[config.mk]
export PLATFORM = sky130hd
export DESIGN_NAME = rf_remote_learn_table
export DESIGN_NICKNAME = d
export VERILOG_FILES = /design/src/rtl/rrlt_pkg.sv /design/src/rtl/rrlt_datapath.sv /design/src/rtl/rrlt_ctrl.sv /design/src/rtl/rf_remote_learn_table.sv
export SDC_FILE = /design/constraint.sdc
export NUM_CORES = 1
export LEC_CHECK = 0
export ABC_AREA = 1
export BUFFER_PORTS_ARGS = -buffer_cell sky130_fd_sc_hd__buf_4
export CAP_MARGIN = 20
export CORE_MARGIN = 8
export CORE_UTILIZATION = 27
export CTS_CLUSTER_DIAMETER = 40
export DETAILED_ROUTE_END_ITERATION = 16
export PLACE_DENSITY_LB_ADDON = 0.25
export SKIP_CTS_REPAIR_TIMING = 1
export SYNTH_ARGS = -nofsm -noshare
export SYNTH_HDL_FRONTEND = slang
export SYNTH_SLANG_ARGS = --single-unit
[constraint.sdc]
create_clock -name clk -period 6.5 [get_ports clk]
set_input_delay 0.325 -clock clk [delete_from_list [all_inputs] [get_ports clk]]
set_output_delay 0.325 -clock clk [all_outputs]
set_load 0.01 [all_outputs]
[src/rtl/rrlt_pkg.sv]
// Package for the RF remote learn table: sizes, codes, state machine and
// controller/datapath interface types. No dependencies.
`timescale 1ns / 1ps

package rrlt_pkg;

  localparam int SLOTS   = 8;
  localparam int BUTTONS = 4;

  localparam int CODE_W  = 32;
  localparam int REG_W   = 4;
  localparam int OUT_W   = 4;                      // slot_number / stored_count ports
  localparam int SLOT_W  = (SLOTS > 1) ? $clog2(SLOTS) : 1;
  localparam int CNT_W   = $clog2(SLOTS + 1);
  localparam int BTN_W   = $clog2(BUTTONS);

  localparam logic [CODE_W-1:0] A_TYPE_LIMIT = 32'h2390_0000;
  localparam logic [CODE_W-1:0] A_ADDR_MASK  = 32'hFFFF_F0FF;
  localparam logic [CODE_W-1:0] B_ADDR_MASK  = 32'hFFFF_FFF0;

  localparam logic [BUTTONS-1:0][REG_W-1:0] B_TYPE_BITS  = {4'h8, 4'h4, 4'h2, 4'h1};
  localparam logic [BUTTONS-1:0][REG_W-1:0] A_CODE_RESET = {4'h8, 4'h4, 4'h2, 4'h1};

  typedef logic [BUTTONS-1:0][CODE_W-1:0] btn_row_t;

  typedef enum logic [1:0] {
    OP_LEARN    = 2'd0,
    OP_FIND     = 2'd1,
    OP_DEL_LAST = 2'd2,
    OP_DEL_ALL  = 2'd3
  } op_t;

  typedef enum logic [2:0] {
    ST_OK      = 3'd0,
    ST_FULL    = 3'd1,
    ST_EXISTS  = 3'd2,
    ST_UNKNOWN = 3'd3,
    ST_EMPTY   = 3'd4
  } status_t;

  typedef enum logic [1:0] {
    SEL_NONE,   // slot number zero
    SEL_HIT,    // slot of the matching entry
    SEL_NEW,    // slot being appended
    SEL_TOP     // slot being removed
  } slot_sel_t;

  typedef enum logic [1:0] {
    S_IDLE,
    S_SCAN,
    S_DELETE
  } state_t;

  typedef struct packed {
    logic      accept;     // latch item, restart scan
    logic      scan_en;    // advance read pipeline
    logic      write_en;   // append entry, bump count
    logic      del_last;
    logic      del_all;
    logic      res_load;   // load result register
    status_t   res_status;
    slot_sel_t res_slot;
  } cmd_t;

  typedef struct packed {
    op_t  op;
    logic full;
    logic empty;
    logic hit;
    logic miss;
  } stat_t;

endpackage

[src/rtl/rrlt_datapath.sv]
// Datapath of the RF remote learn table: config registers, slot memories,
// scan pipeline, count and result register. Depends on rrlt_pkg.
`timescale 1ns / 1ps

module rrlt_datapath import rrlt_pkg::*; (
  input  logic              clk,
  input  logic              rst_n,
  input  logic              cfg_we,
  input  logic [1:0]        cfg_index,
  input  logic [REG_W-1:0]  cfg_wdata,
  input  logic [1:0]        in_operation,
  input  logic [CODE_W-1:0] in_rf_code,
  input  cmd_t              cmd,
  output stat_t             stat,
  output logic [2:0]        out_status,
  output logic [OUT_W-1:0]  out_slot_number,
  output logic [OUT_W-1:0]  out_stored_count
);

  logic [REG_W-1:0]  a_code_r [BUTTONS];
  logic [CNT_W-1:0]  count_r, count_nxt;
  logic [CNT_W-1:0]  rd_ptr_r;
  logic              q_valid_r;
  logic [SLOT_W-1:0] q_slot_r;
  logic [CODE_W-1:0] q_addr_r;
  btn_row_t          q_btn_r;
  op_t               op_r;
  logic [CODE_W-1:0] code_r;

  logic [CODE_W-1:0] addr_mem [SLOTS];
  btn_row_t          btn_mem  [SLOTS];

  logic              a_type;
  logic [CODE_W-1:0] learn_addr;
  btn_row_t          new_row;
  logic              btn_hit;
  logic [CNT_W-1:0]  res_slot;

  logic [2:0]        res_status_r;
  logic [OUT_W-1:0]  res_slot_r;
  logic [OUT_W-1:0]  res_count_r;

  assign a_type     = (code_r >= A_TYPE_LIMIT);
  assign learn_addr = a_type ? (code_r & A_ADDR_MASK) : (code_r & B_ADDR_MASK);

  always_comb begin
    for (int b = 0; b < BUTTONS; b++) begin
      if (a_type) begin
        new_row[b] = learn_addr | {{(CODE_W-REG_W-8){1'b0}}, a_code_r[b], 8'h00};
      end else begin
        new_row[b] = learn_addr | {{(CODE_W-REG_W){1'b0}}, B_TYPE_BITS[b]};
      end
    end
  end

  always_comb begin
    btn_hit = 1'b0;
    for (int b = 0; b < BUTTONS; b++) begin
      if (q_btn_r[b] == code_r) begin
        btn_hit = 1'b1;
      end
    end
  end

  assign stat.op    = op_r;
  assign stat.full  = (count_r == CNT_W'(SLOTS));
  assign stat.empty = (count_r == '0);
  assign stat.hit   = q_valid_r && ((op_r == OP_LEARN) ? (q_addr_r == learn_addr) : btn_hit);
  assign stat.miss  = !q_valid_r && (rd_ptr_r >= count_r);

  always_comb begin
    count_nxt = count_r;
    if (cmd.del_all) begin
      count_nxt = '0;
    end else if (cmd.del_last) begin
      count_nxt = count_r - 1'b1;
    end else if (cmd.write_en) begin
      count_nxt = count_r + 1'b1;
    end
  end

  always_comb begin
    case (cmd.res_slot)
      SEL_NONE: res_slot = '0;
      SEL_HIT:  res_slot = CNT_W'(q_slot_r) + 1'b1;
      SEL_NEW:  res_slot = count_r + 1'b1;
      SEL_TOP:  res_slot = count_r;
      default:  res_slot = '0;
    endcase
  end

  // control state
  always_ff @(posedge clk) begin
    if (!rst_n) begin
      for (int b = 0; b < BUTTONS; b++) begin
        a_code_r[b] <= A_CODE_RESET[b];
      end
      count_r   <= '0;
      rd_ptr_r  <= '0;
      q_valid_r <= 1'b0;
    end else begin
      if (cfg_we) begin
        a_code_r[cfg_index] <= cfg_wdata;
      end
      count_r <= count_nxt;
      if (cmd.accept) begin
        rd_ptr_r  <= '0;
        q_valid_r <= 1'b0;
      end else if (cmd.scan_en) begin
        q_valid_r <= (rd_ptr_r < count_r);
        if (rd_ptr_r < count_r) begin
          rd_ptr_r <= rd_ptr_r + 1'b1;
        end
      end
    end
  end

  // item, read data and result payload
  always_ff @(posedge clk) begin
    if (cmd.accept) begin
      op_r   <= op_t'(in_operation);
      code_r <= in_rf_code;
    end
    if (cmd.scan_en) begin
      q_addr_r <= addr_mem[rd_ptr_r[SLOT_W-1:0]];
      q_btn_r  <= btn_mem[rd_ptr_r[SLOT_W-1:0]];
      q_slot_r <= rd_ptr_r[SLOT_W-1:0];
    end
    if (cmd.res_load) begin
      res_status_r <= cmd.res_status;
      res_slot_r   <= OUT_W'(res_slot);
      res_count_r  <= OUT_W'(count_nxt);
    end
  end

  // append at the top slot; entries at or above the count are never used
  always_ff @(posedge clk) begin
    if (cmd.write_en) begin
      addr_mem[count_r[SLOT_W-1:0]] <= learn_addr;
      btn_mem[count_r[SLOT_W-1:0]]  <= new_row;
    end
  end

  assign out_status       = res_status_r;
  assign out_slot_number  = res_slot_r;
  assign out_stored_count = res_count_r;

endmodule

[src/rtl/rrlt_ctrl.sv]
// Controller of the RF remote learn table: sequences scan, append and
// delete, and owns both handshakes. Depends on rrlt_pkg.
`timescale 1ns / 1ps

module rrlt_ctrl import rrlt_pkg::*; (
  input  logic       clk,
  input  logic       rst_n,
  input  logic       in_valid,
  output logic       in_ready,
  input  logic [1:0] in_operation,
  output logic       out_valid,
  input  logic       out_ready,
  input  stat_t      stat,
  output cmd_t       cmd
);

  state_t state_r, state_nxt;
  logic   out_valid_r, out_valid_nxt;
  logic   out_free;

  assign out_free  = !out_valid_r || out_ready;
  assign in_ready  = (state_r == S_IDLE);
  assign out_valid = out_valid_r;

  // next state
  always_comb begin
    state_nxt = state_r;
    case (state_r)
      S_IDLE: begin
        if (in_valid) begin
          if (in_operation == OP_LEARN || in_operation == OP_FIND) begin
            state_nxt = S_SCAN;
          end else begin
            state_nxt = S_DELETE;
          end
        end
      end
      S_SCAN: begin
        if (out_free && ((stat.op == OP_LEARN && stat.full) || stat.hit || stat.miss)) begin
          state_nxt = S_IDLE;
        end
      end
      S_DELETE: begin
        if (out_free) begin
          state_nxt = S_IDLE;
        end
      end
      default: state_nxt = S_IDLE;
    endcase
  end

  // commands
  always_comb begin
    cmd            = '0;
    cmd.res_status = ST_OK;
    cmd.res_slot   = SEL_NONE;
    case (state_r)
      S_IDLE: begin
        cmd.accept = in_valid;
      end
      S_SCAN: begin
        if (out_free) begin
          if (stat.op == OP_LEARN && stat.full) begin
            cmd.res_load   = 1'b1;
            cmd.res_status = ST_FULL;
          end else if (stat.hit) begin
            cmd.res_load = 1'b1;
            if (stat.op == OP_LEARN) begin
              cmd.res_status = ST_EXISTS;
            end else begin
              cmd.res_slot = SEL_HIT;
            end
          end else if (stat.miss) begin
            cmd.res_load = 1'b1;
            if (stat.op == OP_LEARN) begin
              cmd.write_en = 1'b1;
              cmd.res_slot = SEL_NEW;
            end else begin
              cmd.res_status = ST_UNKNOWN;
            end
          end else begin
            cmd.scan_en = 1'b1;
          end
        end
      end
      S_DELETE: begin
        if (out_free) begin
          cmd.res_load = 1'b1;
          if (stat.op == OP_DEL_ALL) begin
            cmd.del_all = 1'b1;
          end else if (stat.empty) begin
            cmd.res_status = ST_EMPTY;
          end else begin
            cmd.del_last = 1'b1;
            cmd.res_slot = SEL_TOP;
          end
        end
      end
      default: ;
    endcase
  end

  always_comb begin
    out_valid_nxt = out_valid_r;
    if (cmd.res_load) begin
      out_valid_nxt = 1'b1;
    end else if (out_ready) begin
      out_valid_nxt = 1'b0;
    end
  end

  always_ff @(posedge clk) begin
    if (!rst_n) begin
      state_r     <= S_IDLE;
      out_valid_r <= 1'b0;
    end else begin
      state_r     <= state_nxt;
      out_valid_r <= out_valid_nxt;
    end
  end

endmodule

[src/rtl/rf_remote_learn_table.sv]
// Top level of the RF remote learn table: controller plus datapath.
// Depends on rrlt_pkg, rrlt_ctrl and rrlt_datapath.
//
//   channel | ports                                      | accepted when
//   --------+--------------------------------------------+------------------------
//   in      | in_operation, in_rf_code                   | in_valid && in_ready
//   out     | out_status, out_slot_number, out_stored_count | out_valid && out_ready
//   cfg     | cfg_we, cfg_index, cfg_wdata               | cfg_we
//
// One item at a time. Learn and find scan the stored slots through a
// registered memory read, one slot per cycle while the result is not stalled,
// and stop at the first hit; an empty table, learn into a full table and both
// deletes finish without a scan.
// The result sits in an output register; a stalled result holds the scan.
// Reset is synchronous and needs no clearing pass: only slots below the count
// are ever used.
`timescale 1ns / 1ps

module rf_remote_learn_table import rrlt_pkg::*; (
  input  logic              clk,
  input  logic              rst_n,
  input  logic              cfg_we,
  input  logic [1:0]        cfg_index,
  input  logic [REG_W-1:0]  cfg_wdata,
  input  logic              in_valid,
  output logic              in_ready,
  input  logic [1:0]        in_operation,
  input  logic [CODE_W-1:0] in_rf_code,
  output logic              out_valid,
  input  logic              out_ready,
  output logic [2:0]        out_status,
  output logic [OUT_W-1:0]  out_slot_number,
  output logic [OUT_W-1:0]  out_stored_count
);

  cmd_t  cmd;
  stat_t stat;

  rrlt_ctrl u_ctrl (
    .clk          (clk),
    .rst_n        (rst_n),
    .in_valid     (in_valid),
    .in_ready     (in_ready),
    .in_operation (in_operation),
    .out_valid    (out_valid),
    .out_ready    (out_ready),
    .stat         (stat),
    .cmd          (cmd)
  );

  rrlt_datapath u_datapath (
    .clk              (clk),
    .rst_n            (rst_n),
    .cfg_we           (cfg_we),
    .cfg_index        (cfg_index),
    .cfg_wdata        (cfg_wdata),
    .in_operation     (in_operation),
    .in_rf_code       (in_rf_code),
    .cmd              (cmd),
    .stat             (stat),
    .out_status       (out_status),
    .out_slot_number  (out_slot_number),
    .out_stored_count (out_stored_count)
  );

endmodule

* Yosys cells after proc, flatten, opt, wreduce, memory -nomap -nowiden *
Memory sizes are Yosys's and may differ from the RTL's. A register that Yosys moved wholly into a read port is not among the register bits.
Cells that the tools add are included.

storage, ports and cells
  register bits = 60
  latch bits = 0
  memory bits (writable) = 1296
  memory bits (read-only) = 0
  input port bits = 45
  output and inout port bits = 13
  logic and storage cells = 118
  memories kept = 3

memory list
  memory               depth  width  rd ports  clocked after Yosys merged registers in  write ports  RTL line             text
  u_datapath.btn_mem   8      128    1         1                                        1            rrlt_datapath.sv:31  btn_row_t btn_mem [SLOTS];
  u_datapath.addr_mem  8      32     1         1                                        1            rrlt_datapath.sv:30  logic [CODE_W-1:0] addr_mem [SLOTS];
  u_datapath.a_code_r  4      4      4         0                                        4            rrlt_datapath.sv:20  logic [REG_W-1:0] a_code_r [BUTTONS];

cells by class
  add/subtract/negate cells = 4
  multipliers = 0
  div/mod/pow operators = 0
  $lt $le $gt $ge = 3
  equality and inequality tests = 16
  shifts and indexed selects = 0
  muxes and demuxes = 56
  bitwise gates (word level) = 5
  reduce and logical (&&, ||, !) cells = 20

operator list
  operator                                                              count
  == test 32 bit                                                        5
  2-to-1 mux 32 bit                                                     4
  OR 32 x 12 -> 32 bit                                                  4
  greater-or-equal comparator 32 x 30 -> 1 bit (second input constant)  1
  2-to-1 mux 2 bit                                                      15
  2-to-1 mux 1 bit                                                      22
  2-to-1 mux 4 bit                                                      5
  2-to-1 mux 6 bit                                                      3
  case mux 4 bit (4 select lines)                                       1
  2-to-1 mux 12 bit                                                     1
  case mux 6 bit (2 select lines)                                       1
  adder 4 x 1 -> 4 bit (second input constant)                          2
  == test 2 bit (second input constant)                                 4
  logical NOT 2 bit                                                     4
  2-to-1 mux 8 bit                                                      1
  == test 2 x 1 -> 1 bit (second input constant)                        3
  case mux 2 bit (3 select lines)                                       1
  2-to-1 mux 5 bit                                                      1
  adder 3 x 1 -> 4 bit (second input constant)                          1
  == test 4 bit (second input constant)                                 1
  greater-or-equal comparator 4 bit                                     1
  logical AND 1 bit                                                     4
  logical NOT 4 bit                                                     1
  logical OR 1 bit                                                      4
  other kinds (12)                                                      14

* Depth between registers and ports, before layout *
Gate-level depths: netlist of run 1.

  depth after elaboration = 14
  gate-level depth with buffers = 20

* Cells and area by module *
From an unflattened synthesis of run 1, not the netlist that was laid out.

second synthesis, totals
  cell total of the unflattened synthesis = 1734
  area total of the unflattened synthesis = 21722.1 um^2

by module, submodules not included
  module         times used  cells each  area each (um^2)
  rrlt_datapath  1           1666        21336.7
  rrlt_ctrl      1           68          385.4

* Worst setup path before layout of run 1 *
Ideal clock, no wire load.

  kind = reg-to-reg
  start point = register u_datapath.rd_ptr_r[0]
  end point = memory u_datapath.addr_mem[1][0], enable pin
  arrival time = 5.651 ns
  required time = 5.974 ns
  slack = 0.323 ns
  stages on the path, launching flop included = 17
  buffers on the path = 3
  cell sequence = dfxtp_1 inv_1 clkbuf_1 clkbuf_1 clkbuf_1 ha_1 inv_1 nand2_1 a21oi_1 a211oi_2 o21ai_1 nand2_1 inv_1 nand2_1 inv_1 nand2_1 nor3_1

on the way
  cells in the longest elaborated chain, start to end = 9

ends and longest elaborated chain
  item                                    RTL line              text
  from (decl)                             rrlt_datapath.sv:22   logic [CNT_W-1:0] rd_ptr_r;
  from (signal assigned)                  rrlt_datapath.sv:112  rd_ptr_r <= rd_ptr_r + 1'b1;
  greater-or-equal comparator 4 bit       rrlt_datapath.sv:69   assign stat.miss = !q_valid_r && (rd_ptr_r >= count_r);
  logical AND 1 bit                       rrlt_datapath.sv:69
  2-to-1 mux 1 bit                        rrlt_ctrl.sv:73       end else if (stat.miss) begin
  2-to-1 mux 2 bit                        rrlt_ctrl.sv:66       end else if (stat.hit) begin
  2-to-1 mux 2 bit                        rrlt_ctrl.sv:63       if (stat.op == OP_LEARN && stat.full) begin
  2-to-1 mux 2 bit                        rrlt_ctrl.sv:62       if (out_free) begin
  2-to-1 mux 2 bit                        rrlt_ctrl.sv:57       case (state_r)
  2-to-1 mux 1 bit                        rrlt_datapath.sv:138  if (cmd.write_en) begin
  2-to-1 mux 1 bit (implied by the code)  rrlt_datapath.sv:139  addr_mem[count_r[SLOT_W-1:0]] <= learn_addr;
  to (decl)                               rrlt_datapath.sv:30

No other way between the ends.

* Worst setup path after layout of run 1 *
  start point = register u_datapath.rd_ptr_r[0]
  end point = memory u_datapath.btn_mem[7][118] (netlist bit), enable pin

on the way
  cells in the longest elaborated chain, start to end = 9

ends and longest elaborated chain
  item                                    RTL line              text
  greater-or-equal comparator 4 bit       rrlt_datapath.sv:69
  logical AND 1 bit                       rrlt_datapath.sv:69
  2-to-1 mux 1 bit                        rrlt_ctrl.sv:73
  2-to-1 mux 2 bit                        rrlt_ctrl.sv:66
  2-to-1 mux 2 bit                        rrlt_ctrl.sv:63
  2-to-1 mux 2 bit                        rrlt_ctrl.sv:62
  2-to-1 mux 2 bit                        rrlt_ctrl.sv:57
  2-to-1 mux 1 bit                        rrlt_datapath.sv:138
  2-to-1 mux 1 bit (implied by the code)  rrlt_datapath.sv:140  btn_mem[count_r[SLOT_W-1:0]] <= new_row;
  to (decl)                               rrlt_datapath.sv:31

No other way between the ends.

==> impl_results.md, run 1 <==
* Leading area contributor after synthesis: edfxtp_1
* CP cell instances: inv_6 -> ha_1 -> inv_1 -> nand2_1 -> a21oi_1 -> a211oi_2 -> o21ai_1 -> nand2_1 -> inv_1 -> nand2_1 -> nor2_4 -> buf_4
* Vias in the first global route at 14100
* Routed wire length at 55.6 mm
* Commonest cells after routing, fill and taps aside: edfxtp_1 (532), nor2_1 (428), o21ai_0 (224), nand2_1 (195), clkbuf_16 (91)
* Delay-heaviest family, CP: simple AND/OR/NAND/NOR gates
* Port bufs at 57
* Yosys top cell area share at 72.6%
* CTS Buffer Depth at 3
* Min-delay worst type: in -> reg
* R2R Setup Slk at 2.62 ns
* Skew-Pair Late Insertion Delay at 0.63 ns
* Share of cells above drive strength 1 at 13.5%
* H-Tree Depth at 3
* Origin of the critical flop-to-flop path: u_datapath.rd_ptr_r[0]
* Max incr delay on CP at 0.85 ns
* Clk_skew at 0.0269 ns
* Final hold slack at 0.0507 ns
* Total GRT Usage at 12.1%
* Global-route wire length before repair at 85.0 mm
* Diode count at 0
* Root buf cell: clkbuf_16
* Clock slew at reported path FFs at 0.05 ns
* Number of routed nets with antenna violations at 0
* Final period utilization at 59.7%
* Synthesized Nets at 1874
* Crit end category: flop
* Max Cap Violations at 0
* Vias at 13900
* RSZ-0062 raised after global routing: false
* Syn-to-layout area delta at 23.8%
* Commonest non-fill, non-tap cell in the layout: edfxtp_1
* Worst Setup Path Type: reg -> reg
* Top cell by count, worst path: nand2_1
* Post-Syn Area at 0.0220 mm2
* Launch point of the worst hold path: cfg_index[0]
* Slowest-stage cell, CP: nor2_4
* CP Data Arrival Time at 4.15 ns
* Worst Hold Endpoint: u_datapath.a_code_r[1][1]
* Worst r2r path cells at 12
* Flops & latches, synth at 544
* Vias per Instance at 4.53
* Warnings, synthesis at 0
* Iter 0 DRT Violations at 993
* Hold path cells at 2
* CP Max Fanout at 62
* Avg Inst Size Synth at 12.1 um2
* Sequential fraction of the synthesis area at 73.7%
* Pin count of the biggest net entering global routing at 173
* Setup total negative slack at 0 ns
* Drt drc at 0
* Die ar. at 0.0909 mm2
* Required @ worst endpoint at 6.77 ns
* Pwr Total at 9.13 mW
* Grt total ovfl at 0
* Die width at 301 um
* Final setup fails at 0
* Detailed Place HPWL at 31.1 mm
* Final GP Congestion at 0.772
* Cell Rows at 104
* Maximum clock frequency at 258 MHz
* Final core utilization at 33.8%
* Distinct cells, synth at 34
* Leak pwr at 9.66 nW
* Final hold vios at 0
* Mapped Cells at 1818
* Slew headroom at 31.7%
* Synth top area cells: edfxtp_1 (73%), nor2_1 (7.3%), o21ai_0 (5.1%), nand2_1 (3.3%), inv_1 (1.6%)
* CORE AREA at 0.0807 mm2
* Final instance area at 0.0272 mm2
* Die Ht at 301 um
* Clk sinks at 544
* Tmin final at 3.88 ns
* Cell Pwr Density at 335 mW/mm2
* NumNets Final at 1995
* Post-DP Area at 0.0237 mm2
* Max-slew violations at 0
* First-pass DRT Iterations at 5
* Antenna violations before repair at 1
* Initial core utilization at 27.3%
* TritonCTS buffer count at 89
* Buf/Inv on CP at 4
* Run status: finished clean
* TritonCTS clock tree: done
* Peak VDD IR at 168 uV
* Top Ports at 58
* Per-cell routed wire length at 18.1 um
* Worst R2R End: u_datapath.btn_mem[7][118]
* Worst slew pin tran at 1.02 ns
* Startpoint types: flop
-- cell type report --
type                       count  area (um2)
fill                        7912       53400
sequential                   544       16200
multi-input combinational   1087        5130
clock buffer                 101        2310
tap                         1060        1330
timing repair buffer         114         963
clock inverter                65         881
inverter                     103         394
-- how the worst max path moves through the flow --
stage,cells past startpoint,end,start,slack (ns)
floorplan,16,u_datapath.addr_mem[1][0],u_datapath.rd_ptr_r[0],0.32
global placement,12,u_datapath.btn_mem[7][124],u_datapath.rd_ptr_r[0],2.57
detailed placement,12,u_datapath.btn_mem[7][124],u_datapath.rd_ptr_r[0],2.55
CTS,12,u_datapath.btn_mem[7][121],u_datapath.rd_ptr_r[0],2.54
global route,12,u_datapath.btn_mem[7][118],u_datapath.rd_ptr_r[0],2.23
finish,12,u_datapath.btn_mem[7][118],u_datapath.rd_ptr_r[0],2.62
-- flip-flops by register name, indices dropped and copies added, names as in the netlist --
register                     flops
u_ctrl.out_valid                 1
u_ctrl.state_r                   2
u_datapath.a_code_r             16
u_datapath.addr_mem            167
u_datapath.btn_mem             249
u_datapath.code_r               32
u_datapath.count_r               4
u_datapath.op_r                  2
u_datapath.out_slot_number       4
u_datapath.out_status            3
u_datapath.out_stored_count      4
u_datapath.q_addr_r             31
u_datapath.q_btn_r              21
u_datapath.q_slot_r              3
u_datapath.q_valid_r             1
u_datapath.rd_ptr_r              4
-- cells in the mapped netlist --
library cell and count:
or2_2 2, nand3_4 1, inv_2 11, a211oi_1 3, nand3_2 1, nand3_1 27, nand2_8 1, edfxtp_1 532
buf_2 1, nor2_4 2, dfxtp_1 12, clkbuf_1 81, xnor2_1 12, buf_1 2, a31oi_1 52, o22ai_1 53
a21oi_1 14, a211oi_2 1, nand2_1 195, nor2_1 430, o21ai_1 3, nor4_1 2, ha_1 11, nand4_1 10
o211ai_1 3, inv_1 92, o21ai_0 224, a21boi_4 1, nor3_1 14, nor2_2 5, and2_1 1, nand2_2 8
xor2_1 10, nor2_8 1
-- where the power goes --
part | internal, mW | leakage, nW | switching [mW]
clock | 3.27 | 1.53 | 1.70
sequential | 3.91 | 4.94 | 0.0456
combinational | 0.0710 | 3.19 | 0.140
-- per-layer routing --
metal / part of all wire [%] / up-vias / GRT usage (%)
met5: 0 / - / 0
met4: 2.2 / 0 / 3.48
met3: 4.6 / 92 / 2.68
met2: 48 / 285 / 20.6
met1: 45 / 6859 / 15.4
li1: - / 6697 / -
-- metrics by stage --
step                      std cells  setup slack [ns]
after floorplan                1818             0.323
after global placement         2870              2.57
after detailed placement       2870              2.55
after CTS                      3036              2.54
after global routing           3074              2.23
final                          3074              2.62
-- cell families after synthesis --
kind of cell               count (synthesis)  share of synthesized area (%)
buffers and inverters                    187                           3.20
xor gates and xnor gates                  22                          0.876
DFF                                      544                           73.7
AOI/OAI and AO/OA                        354                           8.81
and+or+nand+nor                          700                           12.8
adders and majority gates                 11                          0.625
Power figures use the tool's default switching activity.
==> inputs of run 2 (changes only) <==
- ABC_AREA: 1 -> 0
- clock period: 6.5 -> 3.12 ns (I/O delays scaled with it)
==> run 2 against run 1 <==
Effect of this change: the run now ends with hold timing, setup timing left; final area up 2.1%; sequential cell count is the same; count of clock-buffer cells in the layout rose by 6; critical path depth is the same; power increased by 110%; clock skew down 0.00081 ns; critical endpoint is now u_datapath.q_slot_r[2].
==> impl_results.md, run 2 <==
* Min-delay worst type: in -> reg
* Crit end category: flop
* Avg Inst Size Synth at 20.0 um2
* Global-route wire length before repair at 75.3 mm
* Maximum clock frequency at 303 MHz
* Pin count of the biggest net entering global routing at 109
* Final GP Congestion at 0.729
* Final core utilization at 35.3%
* Vias in the first global route at 11500
* Drt drc at 0
* Clock slew at reported path FFs at 0.05 ns
* Share of cells above drive strength 1 at 35.5%
* Synth top area cells: edfxtp_1 (75%), mux4_2 (11%), mux2_2 (2.7%), xnor2_1 (1.4%), dfxtp_1 (1.1%)
* Layout fillers at 7309
* Mapped Cells at 1072
* Clk_skew at 0.0261 ns
* Required @ worst endpoint at 3.42 ns
* Place WS at -0.210 ns
* Failing checks: hold timing, setup timing
* Cell Pwr Density at 695 mW/mm2
* Top Ports at 58
* Leak pwr at 9.00 nW
* Slew headroom at 28.9%
* NumNets Final at 1364
* Total GRT Usage at 11.2%
* Commonest non-fill, non-tap cell in the layout: edfxtp_1
* Flops & latches, synth at 544
* Peak VDD IR at 347 uV
* FF/Latch Area at 0.0162 mm2
* P_int at 15.3 mW
* Root buf cell: clkbuf_16
* Startpoint types: flop
* Syn-to-layout area delta at 30.0%
* Gate power share at 4.3%
* CTS Buffer Depth at 3
* RSZ-0062 raised after global routing: true
* Cell Rows at 103
* Clk pwr share at 52.9%
* H-Tree Depth at 3
* Warnings, synthesis at 0
* Post-DP Area at 0.0239 mm2
* Vias per Instance at 4.43
* Routed wire length at 50.9 mm
* Synthesized Nets at 1128
* Detailed Place HPWL at 28.3 mm
* Sequential fraction of the synthesis area at 75.8%
* Final instance area at 0.0278 mm2
* Asr flop ratio synth at 0%
* Die ar. at 0.0885 mm2
* Final hold slack at -0.0376 ns
* Synth cell count leaders: edfxtp_1 (532), mux4_2 (104), nand2_1 (58)
* Post-Syn Area at 0.0214 mm2
* Port bufs at 57
* TritonCTS clock tree: done
* Max reg flops at 249
* Final hold vios at 2
* Diode count at 0
* Ys flop type: edfxtp_1
* Number of synthesized flops with an enable pin at 532
* Final setup fails at 66
* TritonCTS buffer count at 93
* Antenna violations before repair at 0
* Switch Pwr at 4.00 mW
* Tmin final at 3.30 ns
* Grt total ovfl at 0
* Iter 0 DRT Violations at 713
* Leading area contributor after synthesis: edfxtp_1
* Yosys top cell area share at 74.7%
* Initial core utilization at 27.2%
* Per-cell routed wire length at 20.9 um
* Reg power frac at 42.9%
* First-pass DRT Iterations at 5
* Final period utilization at 106%
* CORE AREA at 0.0787 mm2
* Distinct cells, synth at 56
* Pwr Total at 19.3 mW
* Worst Setup Path Type: reg -> reg
* CP Data Arrival Time at 3.60 ns
* Max Cap Violations at 0
* Multi-input logic area at 0.00519 mm2
* Clk sinks at 544
* CP Max Fanout at 7
* Die Ht at 297 um
* Vias at 10800
* Number of routed nets with antenna violations at 0
* Switching Share at 20.7%
* Die width at 297 um
* Most frequent cell after synthesis: edfxtp_1
* Run status: complete, but fails checks
* Max-slew violations at 0
* Skew-Pair Late Insertion Delay at 0.61 ns
* Commonest cells after routing, fill and taps aside: edfxtp_1 (532), buf_4 (115), mux4_2 (104), clkbuf_16 (98), nand2_1 (56)
* Worst slew pin tran at 1.07 ns
* Final worst slack at -0.184 ns
[run 2: metal layers]
metal	part of all wire, %	up-vias	wire (um)	global-route usage [%]
li1	-	4850	-	-
met1	44	5640	22500	14.4
met2	50	214	25400	19.1
met3	4.0	69	2040	2.04
met4	1.9	0	984	3.61
met5	0	-	0	0
[run 2: cell type report]
class | instances | share of cell area, %
clock buffer | 107 | 8.64
inverter | 16 | 0.248
tap | 1050 | 4.73
sequential | 544 | 58.4
timing repair buffer | 186 | 6.62
clock inverter | 63 | 2.74
multi-input combinational | 467 | 18.7
[run 2: final timing paths]
path / start / depth (start not counted) / end / slack [ns]
hold / removal: out_ready / 4 / u_ctrl.out_valid / -0.04
setup reg to reg: u_datapath.code_r[26] / 12 / u_datapath.q_slot_r[2] / -0.18
setup / recovery: u_datapath.code_r[26] / 12 / u_datapath.q_slot_r[2] / -0.18
hold reg to reg: u_datapath.rd_ptr_r[3] / 2 / u_datapath.rd_ptr_r[3] / 0.49
[run 2: power groups by stage]
stage	combinational [mW]	clock, mW	sequential (mW)
floorplan	0.404	0	8.41
global placement	0.727	0	8.41
detailed placement	0.740	0	8.42
CTS	0.744	10.4	8.28
global route	0.907	10.7	8.28
finish	0.828	10.2	8.28
[run 2: logic make-up after synthesis]
group | after synthesis | share of synthesized area, %
flops | 544 | 75.8
simple gates | 193 | 4.81
mux | 157 | 13.7
buf+inv | 61 | 1.09
xor+xnor | 56 | 2.29
compound gates | 50 | 1.62
fa+ha+maj | 11 | 0.643
[run 2: through the flow]
stage	hold WS (ns)	setup TNS, ns	instances
after floorplan	0.253	-268.94	1072
after global placement	0.335	-8.95	2203
after detailed placement	0.336	-11.03	2203
after CTS	-0.318	-12.40	2373
after global routing	0.0341	-15.40	2433
final	-0.0376	-10.22	2433
[run 2: critical path: stages, from the launching register on]
cell	delay, ns
edfxtp_1	0.44
or3_4	0.43
o311ai_4	0.37
buf_12	0.17
nand2_4	0.04
or2_0	0.23
nand4_1	0.16
nor4_4	0.07
or4_4	0.51
buf_6	0.14
nor2_4	0.13
buf_12	0.16
buf_12	0.15
